File: config.mk
export PLATFORM = sky130hd
export DESIGN_NAME = ring_traffic_automaton_step_unit
export DESIGN_NICKNAME = d
export VERILOG_FILES = /design/src/hdl/rtas_pkg.sv /design/src/hdl/rtas_ram.sv /design/src/hdl/ring_traffic_automaton_step_unit.sv
export SDC_FILE = /design/constraint.sdc
export NUM_CORES = 1
export LEC_CHECK = 0
export CAP_MARGIN = 10
export CORE_UTILIZATION = 55
export DETAILED_ROUTE_END_ITERATION = 10
export DONT_BUFFER_PORTS = 1
export MAX_ROUTING_LAYER = met4
export PLACE_DENSITY = 0.67
export SLEW_MARGIN = 30
export SYNTH_ARGS = -nofsm -noshare
export SYNTH_HDL_FRONTEND = slang
export SYNTH_HIERARCHICAL = 1
export SYNTH_SLANG_ARGS = --single-unit
File: constraint.sdc
create_clock -name clk -period 38.7 [get_ports clk]
set_clock_uncertainty 0.2 [all_clocks]
set_input_delay 5.805 -clock clk [delete_from_list [all_inputs] [get_ports clk]]
set_output_delay 5.805 -clock clk [all_outputs]
set_load 0.03 [all_outputs]
File: src/hdl/rtas_pkg.sv
// Package for the ring traffic automaton step unit.
// Holds field widths, register codes, reset values, state and payload types,
// and the LFSR helper functions. No dependencies.
package rtas_pkg;

  localparam int DEFAULT_MAX_CARS  = 32;
  localparam int DEFAULT_CELL_BITS = 12;

  localparam int IDX_W   = 5;
  localparam int CELL_W  = 12;
  localparam int SPEED_W = 5;
  localparam int PROB_W  = 16;
  localparam int LFSR_W  = 16;
  localparam int ACT_W   = 6;
  localparam int PADDR_W = 5;
  localparam int PDATA_W = 32;

  localparam logic [LFSR_W-1:0] LFSR_TOGGLE = 16'hB400;

  localparam logic [CELL_W-1:0]  RESET_RING_LENGTH = 12'd1000;
  localparam logic [SPEED_W-1:0] RESET_MAX_SPEED   = 5'd20;
  localparam logic [PROB_W-1:0]  RESET_SLOW_PROB   = 16'd29491;
  localparam logic [LFSR_W-1:0]  RESET_RNG_SEED    = 16'd1;
  localparam logic [ACT_W-1:0]   RESET_ACTIVE_CARS = 6'd25;

  typedef enum logic [2:0] {
    REG_RING_LENGTH = 3'd0,
    REG_MAX_SPEED   = 3'd1,
    REG_SLOW_PROB   = 3'd2,
    REG_RNG_SEED    = 3'd3,
    REG_ACTIVE_CARS = 3'd4
  } reg_idx_t;

  typedef enum logic {
    REQ_LOAD = 1'b0,
    REQ_TICK = 1'b1
  } req_kind_t;

  typedef enum logic [1:0] {
    S_IDLE,
    S_REDUCE,
    S_MOD,
    S_CALC
  } state_t;

  typedef struct packed {
    logic               req_type;
    logic [IDX_W-1:0]   car_index;
    logic [CELL_W-1:0]  cell_req;
    logic [SPEED_W-1:0] speed;
  } req_t;

  typedef struct packed {
    logic [IDX_W-1:0]   out_index;
    logic [CELL_W-1:0]  out_cell;
    logic [SPEED_W-1:0] out_speed;
    logic               last;
  } rsp_t;

  // Galois LFSR, right shift.
  function automatic logic [LFSR_W-1:0] lfsr_step(input logic [LFSR_W-1:0] s);
    logic [LFSR_W-1:0] r;
    r = s >> 1;
    if (s[0]) begin
      r = r ^ LFSR_TOGGLE;
    end
    return r;
  endfunction

  // A zero seed would lock the LFSR, so it loads one instead.
  function automatic logic [LFSR_W-1:0] seed_value(input logic [LFSR_W-1:0] s);
    return (s == '0) ? LFSR_W'(1) : s;
  endfunction

endpackage

File: src/hdl/rtas_ram.sv
// Generic single-write, single-read RAM with registered read data.
// Depends on nothing; width and depth come from parameters.
module rtas_ram #(
  parameter int WIDTH = 17,
  parameter int DEPTH = 32
) (
  input  logic                     clk,
  input  logic                     we,
  input  logic [$clog2(DEPTH)-1:0] waddr,
  input  logic [WIDTH-1:0]         wdata,
  input  logic [$clog2(DEPTH)-1:0] raddr,
  output logic [WIDTH-1:0]         rdata
);

  logic [WIDTH-1:0] mem [DEPTH];

  always_ff @(posedge clk) begin
    if (we) begin
      mem[waddr] <= wdata;
    end
    rdata <= mem[raddr];
  end

endmodule

File: src/hdl/ring_traffic_automaton_step_unit.sv
// Ring traffic automaton step unit: Nagel-Schreckenberg update of up to
// MAX_CARS cars on a circular road, with an APB-style register port.
// Depends on rtas_pkg and rtas_ram.
//
// Request channel (req_valid / req_stall / req): a load request writes one
// car's cell and speed when it is taken and gives no response. A tick request
// walks the active cars in slot order and gives one response per car on
// rsp_valid / rsp_stall / rsp, with last set on the final car.
// A tick holds the request side until its final car has been updated, so the
// next request is taken after the tick; a car whose stored cell is not below
// the ring length also passes through the shared restoring modulo unit. The
// walk reads one car word per step from the car RAM.
// req_stall is high for the whole tick. Responses sit in an output register;
// while the receiver stalls, the walk holds before producing the next car.
// Reset loads the register defaults and seeds the LFSR; car storage holds no
// defined value until loaded. Writing rng_seed reloads the LFSR.
module ring_traffic_automaton_step_unit
  import rtas_pkg::*;
#(
  parameter int MAX_CARS  = DEFAULT_MAX_CARS,
  parameter int CELL_BITS = DEFAULT_CELL_BITS
) (
  input  logic               clk,
  input  logic               rst,
  input  logic               req_valid,
  output logic               req_stall,
  input  req_t               req,
  output logic               rsp_valid,
  input  logic               rsp_stall,
  output rsp_t               rsp,
  input  logic               psel,
  input  logic               penable,
  input  logic               pwrite,
  input  logic [PADDR_W-1:0] paddr,
  input  logic [PDATA_W-1:0] pwdata,
  output logic [PDATA_W-1:0] prdata,
  output logic               pready
);

  localparam int AW = $clog2(MAX_CARS);
  localparam int NW = $clog2(MAX_CARS + 1);
  localparam int WW = NW + 1;
  localparam int LW = CELL_BITS + 1;
  localparam int GW = CELL_BITS + 2;
  localparam int MW = CELL_BITS + SPEED_W;
  localparam int CW = $clog2(CELL_BITS);
  localparam logic [16:0] LEN_CAP = 17'(2 ** CELL_BITS);
  localparam logic [6:0]  N_CAP   = 7'(MAX_CARS);

  // configuration registers
  logic [CELL_W-1:0]  ring_length;
  logic [SPEED_W-1:0] max_speed;
  logic [PROB_W-1:0]  slow_probability;
  logic [LFSR_W-1:0]  rng_seed;
  logic [ACT_W-1:0]   active_cars;

  // sequencer registers
  state_t              state, state_next;
  logic [LW-1:0]       len_eff, len_eff_next;
  logic [NW-1:0]       n_eff, n_eff_next;
  logic [AW-1:0]       idx, idx_next;
  logic                first, first_next;
  logic [CELL_BITS-1:0] cur_cell, cur_cell_next;
  logic [SPEED_W-1:0]  cur_spd, cur_spd_next;
  logic [CELL_BITS-1:0] ahead_cell, ahead_cell_next;
  logic [SPEED_W-1:0]  ahead_spd, ahead_spd_next;
  logic [CELL_BITS-1:0] cell0, cell0_next;
  logic [CELL_BITS-1:0] rem, rem_next;
  logic [CELL_BITS-1:0] src, src_next;
  logic [CW-1:0]       mod_cnt, mod_cnt_next;
  logic [SPEED_W-1:0]  mod_spd, mod_spd_next;
  logic [LFSR_W-1:0]   lfsr, lfsr_next;
  logic                rsp_valid_next;
  rsp_t                rsp_next;

  // RAM port
  logic          ram_we;
  logic [AW-1:0] ram_waddr, ram_raddr;
  logic [MW-1:0] ram_wdata, ram_rdata;

  logic cfg_wr;
  reg_idx_t cfg_addr;

  logic [16:0]   ring_wide, len_sel;
  logic [6:0]    act_wide, n_sel;
  logic [LW-1:0] len_cfg;
  logic [NW-1:0] n_cfg;

  // per-car arithmetic
  logic [GW-1:0]        gap_raw, gap;
  logic [5:0]           v_acc;
  logic [SPEED_W-1:0]   v_cap, v_fin;
  logic [LFSR_W-1:0]    lfsr_new;
  logic                 slow;
  logic [LW-1:0]        pos_raw, pos;
  logic [WW-1:0]        idx_p1, idx_p2;
  logic                 is_last;
  logic                 calc_fire;

  // reduction
  logic [CELL_BITS-1:0] rd_cell;
  logic [SPEED_W-1:0]   rd_spd;
  logic [LW-1:0]        trial;
  logic                 red_done;
  logic [CELL_BITS-1:0] red_val;
  logic [SPEED_W-1:0]   red_spd;

  assign pready   = 1'b1;
  assign cfg_wr   = psel && penable && pwrite && pready;
  assign cfg_addr = reg_idx_t'(paddr[4:2]);

  always_ff @(posedge clk) begin
    if (rst) begin
      ring_length      <= RESET_RING_LENGTH;
      max_speed        <= RESET_MAX_SPEED;
      slow_probability <= RESET_SLOW_PROB;
      rng_seed         <= RESET_RNG_SEED;
      active_cars      <= RESET_ACTIVE_CARS;
    end else if (cfg_wr) begin
      unique case (cfg_addr)
        REG_RING_LENGTH: ring_length      <= pwdata[CELL_W-1:0];
        REG_MAX_SPEED:   max_speed        <= pwdata[SPEED_W-1:0];
        REG_SLOW_PROB:   slow_probability <= pwdata[PROB_W-1:0];
        REG_RNG_SEED:    rng_seed         <= pwdata[LFSR_W-1:0];
        REG_ACTIVE_CARS: active_cars      <= pwdata[ACT_W-1:0];
        default: ;
      endcase
    end
  end

  always_comb begin
    unique case (cfg_addr)
      REG_RING_LENGTH: prdata = PDATA_W'(ring_length);
      REG_MAX_SPEED:   prdata = PDATA_W'(max_speed);
      REG_SLOW_PROB:   prdata = PDATA_W'(slow_probability);
      REG_RNG_SEED:    prdata = PDATA_W'(rng_seed);
      REG_ACTIVE_CARS: prdata = PDATA_W'(active_cars);
      default:         prdata = '0;
    endcase
  end

  // effective ring length and car count for a tick
  always_comb begin
    ring_wide = 17'(ring_length);
    if (ring_wide > LEN_CAP) begin
      len_sel = LEN_CAP;
    end else if (ring_wide < 17'd2) begin
      len_sel = 17'd2;
    end else begin
      len_sel = ring_wide;
    end
    len_cfg = LW'(len_sel);

    act_wide = 7'(active_cars);
    if (act_wide == 7'd0) begin
      n_sel = 7'd1;
    end else if (act_wide > N_CAP) begin
      n_sel = N_CAP;
    end else begin
      n_sel = act_wide;
    end
    n_cfg = NW'(n_sel);
  end

  // one car update: accelerate, cap at gap, random slowdown, move
  always_comb begin
    gap_raw = GW'(ahead_cell) + GW'(len_eff) - GW'(cur_cell) - GW'(1);
    gap = (gap_raw >= GW'(len_eff)) ? gap_raw - GW'(len_eff) : gap_raw;
    v_acc = 6'(cur_spd) + 6'd1;
    if (v_acc > 6'(max_speed)) begin
      v_acc = 6'(max_speed);
    end
    if (GW'(v_acc) > gap) begin
      v_cap = SPEED_W'(gap);
    end else begin
      v_cap = SPEED_W'(v_acc);
    end
    lfsr_new = lfsr_step(lfsr);
    slow = (17'(lfsr_new) - 17'd1) < 17'(slow_probability);
    v_fin = (slow && v_cap != '0) ? v_cap - SPEED_W'(1) : v_cap;
    pos_raw = LW'(cur_cell) + LW'(v_fin);
    pos = (pos_raw >= len_eff) ? pos_raw - len_eff : pos_raw;
    idx_p1 = WW'(idx) + WW'(1);
    idx_p2 = WW'(idx) + WW'(2);
    is_last = (idx_p1 == WW'(n_eff));
  end

  assign rd_cell   = ram_rdata[MW-1:SPEED_W];
  assign rd_spd    = ram_rdata[SPEED_W-1:0];
  assign trial     = {rem, src[CELL_BITS-1]} >= len_eff ?
                     {rem, src[CELL_BITS-1]} - len_eff : {rem, src[CELL_BITS-1]};
  assign calc_fire = (state == S_CALC) && (!rsp_valid || !rsp_stall);
  assign req_stall = (state != S_IDLE);

  always_ff @(posedge clk) begin
    if (rst) begin
      state     <= S_IDLE;
      rsp_valid <= 1'b0;
      lfsr      <= seed_value(RESET_RNG_SEED);
    end else begin
      state     <= state_next;
      rsp_valid <= rsp_valid_next;
      lfsr      <= lfsr_next;
    end
  end

  always_ff @(posedge clk) begin
    len_eff    <= len_eff_next;
    n_eff      <= n_eff_next;
    idx        <= idx_next;
    first      <= first_next;
    cur_cell   <= cur_cell_next;
    cur_spd    <= cur_spd_next;
    ahead_cell <= ahead_cell_next;
    ahead_spd  <= ahead_spd_next;
    cell0      <= cell0_next;
    rem        <= rem_next;
    src        <= src_next;
    mod_cnt    <= mod_cnt_next;
    mod_spd    <= mod_spd_next;
    rsp        <= rsp_next;
  end

  always_comb begin
    state_next      = state;
    len_eff_next    = len_eff;
    n_eff_next      = n_eff;
    idx_next        = idx;
    first_next      = first;
    cur_cell_next   = cur_cell;
    cur_spd_next    = cur_spd;
    ahead_cell_next = ahead_cell;
    ahead_spd_next  = ahead_spd;
    cell0_next      = cell0;
    rem_next        = rem;
    src_next        = src;
    mod_cnt_next    = mod_cnt;
    mod_spd_next    = mod_spd;
    lfsr_next       = lfsr;
    rsp_valid_next  = rsp_valid && rsp_stall;
    rsp_next        = rsp;
    ram_we          = 1'b0;
    ram_waddr       = idx;
    ram_wdata       = {pos[CELL_BITS-1:0], v_fin};
    ram_raddr       = '0;
    red_done        = 1'b0;
    red_val         = rd_cell;
    red_spd         = rd_spd;

    unique case (state)
      S_IDLE: begin
        if (req_valid) begin
          if (req_kind_t'(req.req_type) == REQ_LOAD) begin
            if (7'(req.car_index) < N_CAP) begin
              ram_we    = 1'b1;
              ram_waddr = AW'(req.car_index);
              ram_wdata = {CELL_BITS'(req.cell_req), req.speed};
            end
          end else begin
            len_eff_next = len_cfg;
            n_eff_next   = n_cfg;
            idx_next     = '0;
            first_next   = 1'b1;
            ram_raddr    = '0;
            state_next   = S_REDUCE;
          end
        end
      end
      S_REDUCE: begin
        if (LW'(rd_cell) < len_eff) begin
          red_done = 1'b1;
        end else begin
          rem_next     = '0;
          src_next     = rd_cell;
          mod_cnt_next = CW'(CELL_BITS - 1);
          mod_spd_next = rd_spd;
          state_next   = S_MOD;
        end
      end
      S_MOD: begin
        // restoring remainder, one dividend bit a cycle
        rem_next     = trial[CELL_BITS-1:0];
        src_next     = src << 1;
        mod_cnt_next = mod_cnt - CW'(1);
        if (mod_cnt == '0) begin
          red_done = 1'b1;
          red_val  = trial[CELL_BITS-1:0];
          red_spd  = mod_spd;
        end
      end
      S_CALC: begin
        if (calc_fire) begin
          ram_we              = 1'b1;
          lfsr_next           = lfsr_new;
          rsp_valid_next      = 1'b1;
          rsp_next.out_index  = IDX_W'(idx);
          rsp_next.out_cell   = CELL_W'(pos[CELL_BITS-1:0]);
          rsp_next.out_speed  = v_fin;
          rsp_next.last       = is_last;
          if (is_last) begin
            state_next = S_IDLE;
          end else begin
            idx_next      = AW'(idx_p1);
            cur_cell_next = ahead_cell;
            cur_spd_next  = ahead_spd;
            if (idx_p2 < WW'(n_eff)) begin
              ram_raddr  = AW'(idx_p2);
              state_next = S_REDUCE;
            end else begin
              // final car looks at car 0's old cell
              ahead_cell_next = cell0;
              state_next      = S_CALC;
            end
          end
        end
      end
      default: state_next = S_IDLE;
    endcase

    if (red_done) begin
      if (first) begin
        first_next    = 1'b0;
        cell0_next    = red_val;
        cur_cell_next = red_val;
        cur_spd_next  = red_spd;
        if (n_eff == NW'(1)) begin
          ahead_cell_next = red_val;
          state_next      = S_CALC;
        end else begin
          ram_raddr  = AW'(1);
          state_next = S_REDUCE;
        end
      end else begin
        ahead_cell_next = red_val;
        ahead_spd_next  = red_spd;
        state_next      = S_CALC;
      end
    end

    if (cfg_wr && cfg_addr == REG_RNG_SEED) begin
      lfsr_next = seed_value(pwdata[LFSR_W-1:0]);
    end
  end

  rtas_ram #(
    .WIDTH(MW),
    .DEPTH(MAX_CARS)
  ) u_car_ram (
    .clk  (clk),
    .we   (ram_we),
    .waddr(ram_waddr),
    .wdata(ram_wdata),
    .raddr(ram_raddr),
    .rdata(ram_rdata)
  );

  // both cells used by an update are already reduced into the ring
  a_calc_in_ring: assert property (@(posedge clk) disable iff (rst)
    state == S_CALC |-> (LW'(cur_cell) < len_eff && LW'(ahead_cell) < len_eff))
    else $error("car cell not reduced below ring length");

  a_last_ends_tick: assert property (@(posedge clk) disable iff (rst)
    calc_fire && is_last |=> state == S_IDLE && rsp_valid && rsp.last)
    else $error("tick did not end after final car");

  a_calc_emits: assert property (@(posedge clk) disable iff (rst)
    calc_fire |=> rsp_valid && lfsr != '0)
    else $error("car update lost its response or LFSR locked");

  a_mod_bounded: assert property (@(posedge clk) disable iff (rst)
    state == S_MOD && mod_cnt == '0 |=> state == S_CALC || state == S_REDUCE)
    else $error("modulo unit did not hand back");

endmodule
* Yosys cells after proc, flatten, opt, wreduce, memory -nomap -nowiden *
Memories as Yosys holds them, arrays and structs flattened. A register that Yosys moved wholly into a read port is not among the register bits.
Index checks and enable logic that the tools add are counted.
Widths: inputs -> output; s select.

operators by class
  shifts and indexed selects = 0
  reduce and logical (&&, ||, !) cells = 36
  bitwise operators = 3
  equality and inequality tests = 18
  div/mod/pow operators = 0
  multipliers = 0
  order comparisons = 10
  add/subtract/negate cells = 13
  muxes and demuxes = 84

operators with widths
  kind                   number
  $mux 12                18
  $mux 5                 23
  $mux 16                5
  $pmux 16 s5            1
  $mux 17                3
  $pmux 12 s2            2
  $sub 14x12->14         2
  $ge 13x12->1           2
  $sub 12x12->12         2
  $reduce_and 2->1       11
  $mux 2                 9
  $lt 17x16->1           1
  $sub 16x1->17 const B  1
  $logic_not 16->1       1
  $ge 14x12->1           1
  $gt 6x14->1            1
  $mux 1                 14
  $mux 14                1
  $sub 14x1->14 const B  1
  $add 12x12->13         1
  $add 12x5->13          1
  $add 5x1->6 const B    2
  $lt 12x12->1           1
  $lt 12x2->1 const B    1
  other kinds (36)       59

storage, ports and cells
  bits in writable memories = 544
  bits in registers = 200
  word-level logic and storage cells = 191
  input bits = 67
  bits in latches = 0
  ROM bits = 0
  output and inout port bits = 58
  memories = 1

memory list
  name           depth  bits a word  read ports  clocked after memory_dff  wr ports  line            text
  u_car_ram.mem  32     17           1           1                         1         rtas_ram.sv:15  logic [WIDTH-1:0] mem [DEPTH];

* Depth between registers and ports, before layout *
Gate-level depths: netlist (run 1).

  depth after elaboration = 16
  gate-level depth with buffers = 58
  gate-level depth less buffers = 57

* Modules after synthesis *
Netlist (run 1), hierarchy kept.

modules (own cells, without submodules)
  module                            instances  cells each  area each (µm²)
  rtas_ram                          1          1212        21737.1
  ring_traffic_automaton_step_unit  1          1647        14357.5

* Least setup slack after synthesis (run 1) *
Ideal clock, no wire load.

  path type = input to output
  start = input port paddr[2]
  end = output port prdata[10]
  path slack = 25.162 ns
  data required time = 32.695 ns
  stages = 7
  arrival time = 7.533 ns
  path buffers = 3
  path through = clkbuf_1 buf_1 buf_1 mux2i_1 nor2_1 a21oi_1 nor2_1

on the way
  word-level cells in the longest chain between the ends = 2
  elaborated cells between the ends (all ways) = 6

RTL lines
  item                                line                                     text
  start: declaration                  ring_traffic_automaton_step_unit.sv:34   input logic [PADDR_W-1:0] paddr,
  $eq 3x3->1 (tied with other cells)  ring_traffic_automaton_step_unit.sv:132  unique case (cfg_addr)
  $pmux 16 s5 *                       ring_traffic_automaton_step_unit.sv:132
  end: declaration                    ring_traffic_automaton_step_unit.sv:36   output logic [PDATA_W-1:0] prdata,

Mark *: on every way between the ends. The rest lies on a longest branch, timed or not.

* Worst setup path in the final report (run 1) *
  start = register len_eff[1]
  end = memory u_car_ram.mem[13][16] (data pin)

on the way
  word-level cells in the longest chain between the ends = 16
  elaborated cells between the ends (all ways) = 19

RTL lines
  item                                                   line                                     text
  start: declaration                                     ring_traffic_automaton_step_unit.sv:59   logic [LW-1:0] len_eff, len_eff_next;
  start signal: assignment                               ring_traffic_automaton_step_unit.sv:208  len_eff <= len_eff_next;
  $add 12x12->13                                         ring_traffic_automaton_step_unit.sv:167  gap_raw = GW'(ahead_cell) + GW'(len_eff) - GW'(cur_cell) - GW'(1);
  $sub 14x12->14                                         ring_traffic_automaton_step_unit.sv:167
  $sub 14x1->14                                          ring_traffic_automaton_step_unit.sv:167
  $sub 14x12->14 / $ge 14x12->1 (equally long branches)  ring_traffic_automaton_step_unit.sv:168  gap = (gap_raw >= GW'(len_eff)) ? gap_raw - GW'(len_eff) : gap_raw;
  $mux 14 *                                              ring_traffic_automaton_step_unit.sv:168
  $gt 6x14->1                                            ring_traffic_automaton_step_unit.sv:173  if (GW'(v_acc) > gap) begin
  $mux 5 *                                               ring_traffic_automaton_step_unit.sv:173
  branches (longest 2 deep; another with $sub 5x1->5)    n/a
  [1 not listed]                                         n/a
  net v_fin[0]                                           ring_traffic_automaton_step_unit.sv:92   logic [SPEED_W-1:0] v_cap, v_fin;
  $add 12x5->13 *                                        ring_traffic_automaton_step_unit.sv:181  pos_raw = LW'(cur_cell) + LW'(v_fin);
  $sub 12x12->12 / $ge 13x12->1 (equally long branches)  ring_traffic_automaton_step_unit.sv:182  pos = (pos_raw >= len_eff) ? pos_raw - len_eff : pos_raw;
  $mux 12 *                                              ring_traffic_automaton_step_unit.sv:182
  net pos[11]                                            ring_traffic_automaton_step_unit.sv:95   logic [LW-1:0] pos_raw, pos;
  $mux 17                                                ring_traffic_automaton_step_unit.sv:253  if (req_kind_t'(req.req_type) == REQ_LOAD) begin
  $mux 17                                                ring_traffic_automaton_step_unit.sv:252  if (req_valid) begin
  $mux 17 *                                              ring_traffic_automaton_step_unit.sv:250  unique case (state)
  net ram_wdata[16]                                      ring_traffic_automaton_step_unit.sv:79   logic [MW-1:0] ram_wdata, ram_rdata;
  end: declaration                                       rtas_ram.sv:15

Mark *: on every way through the listed nets, which the timed path passes.

==> results of run 1 <==
## per-layer routing
| layer | global-route usage, % | up-vias |
|---|---|---|
| li1 | - | 10700 |
| met1 | 36.3 | 11600 |
| met2 | 45.5 | 828 |
| met3 | 4.12 | 202 |
| met4 | 11.3 | 0 |
| met5 | - | - |
## power by group through the flow
stage	Sequential [mW]	Clock, mW	Combinational (mW)
after floorplan	1.44	0	1.26
after global placement	1.44	0	1.85
after detailed placement	1.44	0	1.90
after CTS	1.42	0.735	1.92
after global routing	1.43	0.766	2.10
final	1.42	0.722	1.94
## worst max path at each step
stage                     from                    end  slack [ns]  cells past startpoint
detailed placement  len_eff[1]   u_car_ram/mem[3][16]       23.95                     54
floorplan             paddr[2]             prdata[10]       25.16                      7
global placement    len_eff[1]   u_car_ram/mem[0][16]       24.08                     54
finish              len_eff[1]  u_car_ram/mem[13][16]       23.68                     54
global route        len_eff[1]  u_car_ram/mem[11][16]       22.94                     54
CTS                 len_eff[1]  u_car_ram/mem[13][16]       23.88                     54
## kinds of logic (layout without fill, tap and decap cells)
| kind of cell | after synthesis | in the layout | share of synthesized area [%] |
|---|---|---|---|
| other | 2 | 21 | 0.0208 |
| XOR/XNOR | 71 | 71 | 1.72 |
| flip-flops | 761 | 761 | 60.0 |
| multiplexers | 393 | 393 | 11.1 |
| buffers and inverters | 285 | 344 | 3.85 |
| adder cells (fa/ha/maj) | 125 | 125 | 4.46 |
| AO/OA/AOI/OAI | 521 | 521 | 9.78 |
| AND/OR/NAND/NOR | 701 | 701 | 9.15 |
## layout make-up
cell class | count | share of cell area [%]
flip-flops and latches | 761 | 54.8
multi-input cells | 1829 | 33.6
clock buffers | 97 | 5.15
well taps | 855 | 2.71
repair buffers | 74 | 1.43
inverters | 124 | 1.18
clock inverters | 49 | 1.10
diodes | 3 | 0.0190
## critical path, delay by kind of cell (launching register included)
family / cells / cell delay (ns)
AOI/OAI and AO/OA: 18 / 5.29
xor gates and xnor gates: 3 / 0.57
adders and majority gates: 8 / 2.79
buffers and inverters: 3 / 0.48
DFF: 1 / 0.58
muxes: 4 / 1.78
and+or+nand+nor: 18 / 2.99
## per-stage QoR
stage	hold slack, ns	setup WS, ns
3_5_place_dp	0.221	23.95
3_3_place_gp	0.222	24.08
5_1_grt	0.243	22.94
4_1_cts	0.238	23.88
2_1_floorplan	0.208	25.16
6_report	0.237	23.68
## flip-flops by register name, indices dropped and copies added (netlist names), 12 cells and up
name              count
ahead_cell           12
cell0                12
cur_cell             12
len_eff              12
lfsr                 16
rem                  12
ring_length          12
rng_seed             16
rsp                  23
slow_probability     16
src                  12
u_car_ram/mem       544
u_car_ram/rdata      17
## layout by cell type (no fill, tap or decap), drive strengths merged, types with 8 or more instances in the layout
master,instances
mux2,31
and2,11
a2111oi,8
clkbuf,97
nor3,46
conb,18
a31oi,25
nor2,160
nor4,17
inv,127
and3,19
xnor2,47
buf,74
edfxtp,640
a22o,35
dfxtp,121
a21o,27
o21bai,9
a211oi,14
xor2,24
or3,12
o211ai,23
o21a,23
mux2i,362
clkinv,41
o21ai,58
a21boi,12
nand2b,23
nor2b,37
a22oi,73
nand4,29
nand2,244
nand3,69
a21oi,156
o31ai,15
nand3b,9
ha,119
==> flow_metrics.tcl, run 1 <==
set metrics [dict create \
    status "finished, final reports clean" \
    dr_wl_met3_um 5690 \
    power_frac_seq_pct 34.9 \
    worstRegToRegCells 54 \
    whs_endpoint "mod_spd[3]" \
    wl_met1_um 38200 \
    hold_depth 0 \
    cts_hold_buf 0 \
    path_class "reg2reg" \
    totalPowerFinal_mw 4.09 \
    drt_pass1_iterations 8 \
    place_hpwl_um 59700 \
    ys.flop_type "edfxtp_1" \
    ys_ff_latch 761 \
    die_height_um 258 \
    synth.most_common_cell "edfxtp_1" \
    syn_area_um2 36100 \
    swShare_pct 41.3 \
    grt_overflow 0 \
    worst_pin_slew_ns 1.01 \
    fin_util_pct 61.0 \
    period_share_pct 38.8 \
    grt_first_pass_wirelength_um 138000 \
    slowest_stage "a211oi_1" \
    fill_cells 5045 \
    wl_um 91400 \
    pwr-share-clk_pct 17.7 \
    dieArea_um2 66700 \
    critical-path-max-stage-delay_ns 0.87 \
    p_int_mw 2.40 \
    post-place-cells 3642 \
    yosysUniqueCellTypes 84 \
    rsz0062_at_grt "no" \
    drcViolationCount 0 \
    ant_nets 0 \
    fmaxAchievable_mhz 66.6 \
    pin_count 125 \
    grt_max_degree 57 \
    maxCapViolations 0 \
    highest_layer "met4" \
    start_util_pct 55.8 \
    cts_sinks 761 \
    relSlewSlack_pct 32.0 \
    period_minus_slack_ns 15.02 \
    synth_top_cell_by_area "edfxtp_1" \
    track_usage_pct 28.4 \
    fin_cells 3792 \
    hold_path.class "reg2reg" \
    reg2reg_from "len_eff[1]" \
    synthTopCellsByCount "640 x edfxtp_1, 359 x mux2i_1, 244 x nand2_1, 158 x nor2_1, 156 x a21oi_1" \
    powerDensity_nw_per_um2 104 \
    fp.dieW_um 258 \
    vdd_ir_drop_max_mv 0.147 \
    leakage_nw 14.0 \
    multiInputGateArea_um2 13300 \
    cts_resized 0 \
    clk_latency_ns 0.63 \
    syn-instance-count 2859 \
    placed_area_um2 37000 \
    crit_path_end_kind "flop" \
    synth-async-reset-ratio_pct 0 \
    arrival_ns 15.15 \
    synth-seq-area-share_pct 60.0 \
    viasPerCell 6.15 \
    r2r_slack_ns 23.68 \
    r2r_end "u_car_ram/mem[13][16]" \
    setup_viol 0 \
    seq_area_um2 21600 \
    cp-start-kind "flop" \
    cts.path.max_buffers 3 \
    grt_pass1_vias 23100 \
    setup-tns-final_ns 0 \
    drt_iter0_markers 2128 \
    finalInstanceArea_um2 39500 \
    synth-edff-count 640 \
    wl_met2_um 43400 \
    syn_area_per_cell_um2 12.6 \
    syn2layout_area_growth_pct 9.40 \
    cts_tree "yes" \
    power_switching_mw 1.69 \
    ys.warnings.count 6 \
    avgRoutedWirePerCell_um 24.1 \
    clk_pin_slew_worst_paths_ns 0.06 \
    h-tree-depth 3 \
    coreArea_um2 64700 \
    crit_path_max_fanout 32 \
    gp_congestion 0.917 \
    cts_buffers 78 \
    cts_setup_buffers 0 \
    hp-start "u_car_ram/rdata[3]" \
    antenna_found_initial 1 \
    worstPathRequired_ns 38.83 \
    final_max_slew_viol_count 0 \
    nets 3060 \
    root_buffer "clkbuf_16" \
    vias 23300 \
    synth_top_cell_area_share_pct 53.2 \
    combPwrFrac_pct 47.5 \
    hold_viol_final 0 \
    fp-row-count 93 \
    drive_above_1_share_pct 9.17 \
    io_buffers 0 \
    netlist_top_cells_area "edfxtp_1 53%, mux2i_1 10%, dfxtp_1 6.7%" \
]
(Power assumes the default switching activity.)
==> inputs of run 2 (changes only) <==
- clock period: 38.7 -> 13.86 ns (I/O delays scaled with it)
==> run 2 against run 1 <==
Wire length shrank 2.2%. Cell count rose by 0.37%. Hold slack better by 0.013 ns. Critical path depth increased by 3.
==> flow_metrics.tcl, run 2 (synthesized netlist as in run 1, its figures left out) <==
set metrics [dict create \
    worstRegToRegCells 57 \
    coreArea_um2 64700 \
    reg2reg_from "len_eff[1]" \
    seq_area_um2 21600 \
    finalInstanceArea_um2 39800 \
    hp-start "rng_seed[9]" \
    antenna_found_initial 3 \
    start_util_pct 55.8 \
    place_hpwl_um 59400 \
    cts_setup_buffers 0 \
    grt_pass1_vias 22800 \
    drcViolationCount 0 \
    multiInputGateArea_um2 13300 \
    worst_pin_slew_ns 1.02 \
    path_class "reg2reg" \
    fmaxAchievable_mhz 75.5 \
    status "finished, final reports clean" \
    drive_above_1_share_pct 9.74 \
    r2r_slack_ns 0.62 \
    maxCapViolations 0 \
    root_buffer "clkbuf_16" \
    critical-path-max-stage-delay_ns 0.53 \
    nets 3074 \
    viasPerCell 6.09 \
    setup-tns-final_ns 0 \
    mostFrequentLayoutCells "640 x edfxtp_1, 358 x mux2i_1, 244 x nand2_1" \
    dieArea_um2 66700 \
    top_register "u_car_ram/mem" \
    rsz0062_at_grt "no" \
    hold_depth 2 \
    track_usage_pct 27.7 \
    ant_nets 0 \
    reg_top3 "u_car_ram/mem x544, rsp x23, u_car_ram/rdata x17" \
    fin_util_pct 61.5 \
    r2r_end "u_car_ram/mem[14][11]" \
    relSlewSlack_pct 32.1 \
    whs_endpoint "rng_seed[9]" \
    avgRoutedWirePerCell_um 23.5 \
    worstPathRequired_ns 13.98 \
    cts_sinks 761 \
    clk_latency_ns 0.64 \
    vdd_ir_drop_max_mv 0.291 \
    critical_path.most_common_cell "ha_1" \
    die_height_um 258 \
    cts.path.max_buffers 3 \
    gp_congestion 0.943 \
    final_common_cell "edfxtp_1" \
    totalPowerFinal_mw 11.6 \
    crit_path_end_kind "flop" \
    vias 23200 \
    wl_um 89400 \
    powerDensity_nw_per_um2 291 \
    crit_start "len_eff[1]" \
    clk_pin_slew_worst_paths_ns 0.06 \
    fp.dieW_um 258 \
    fill_cells 4986 \
    crit_path_max_fanout 32 \
    cp-start-kind "flop" \
    cts_hold_buf 0 \
    placed_area_um2 37200 \
    leakage_nw 14.2 \
    drt_pass1_iterations 5 \
    grt_max_degree 125 \
    hold_path.class "reg2reg" \
    drt_iter0_markers 1977 \
    slowest_stage "edfxtp_1" \
    period_share_pct 95.5 \
    period_minus_slack_ns 13.24 \
    cts_tree "yes" \
    cts_resized 0 \
    io_buffers 0 \
    final_max_slew_viol_count 0 \
    pin_count 125 \
    setup_viol 0 \
    grt_overflow 0 \
    fp-row-count 93 \
    grt_first_pass_wirelength_um 136000 \
    largest_reg_flops 544 \
    cts_buffers 81 \
    hold_viol_final 0 \
    arrival_ns 13.36 \
    syn2layout_area_growth_pct 10.2 \
    h-tree-depth 3 \
]
## run 2: worst max path at each step
stage                             to  depth (start not counted)
6_report       u_car_ram/mem[14][11]                         57
3_5_place_dp     u_car_ram/mem[2][6]                         53
5_1_grt         u_car_ram/mem[9][13]                         58
4_1_cts          u_car_ram/mem[1][6]                         53
2_1_floorplan    u_car_ram/mem[0][5]                         53
3_3_place_gp     u_car_ram/mem[1][6]                         53
## run 2: final cells by class
class	instances	area share [%]
Multi-Input combinational cell	1829	33.4
Tap cell	855	2.69
Sequential cell	761	54.4
Clock inverter	53	1.08
Timing Repair Buffer	85	1.86
Antenna cell	3	0.0189
Clock buffer	96	5.40
Inverter	124	1.17
## run 2: power breakdown
group          switching (mW)  internal, mW  total [mW]
logic                    3.60          1.94        5.54
registers               0.133          3.83        3.97
clock network           0.898          1.18        2.07
total                    4.64          6.95        11.6
## run 2: metrics by stage
stage | std cells | setup WS [ns] | hold slack (ns)
2_1_floorplan | 2875 | 0.897 | 0.208
3_3_place_gp | 3652 | 0.793 | 0.231
3_5_place_dp | 3654 | 0.587 | 0.238
4_1_cts | 3803 | 0.502 | 0.249
5_1_grt | 3806 | 0.0388 | 0.265
6_report | 3806 | 0.622 | 0.250
## run 2: critical path, delay by kind of cell, from the launching register on
| family | cells | cell delay, ns |
|---|---|---|
| adders and majority gates | 8 | 2.63 |
| DFF | 1 | 0.53 |
| buffers and inverters | 6 | 1.09 |
| and+or+nand+nor | 10 | 1.13 |
| xor gates and xnor gates | 4 | 0.84 |
| AOI/OAI and AO/OA | 26 | 5.37 |
| muxes | 3 | 1.07 |
## run 2: metal layers
metal / GRT usage, % / share of wire, %
met1: 36.3 / 43
met2: 44.1 / 48
met3: 3.99 / 5.7
met4: 10.0 / 3.7
met5: - / 0
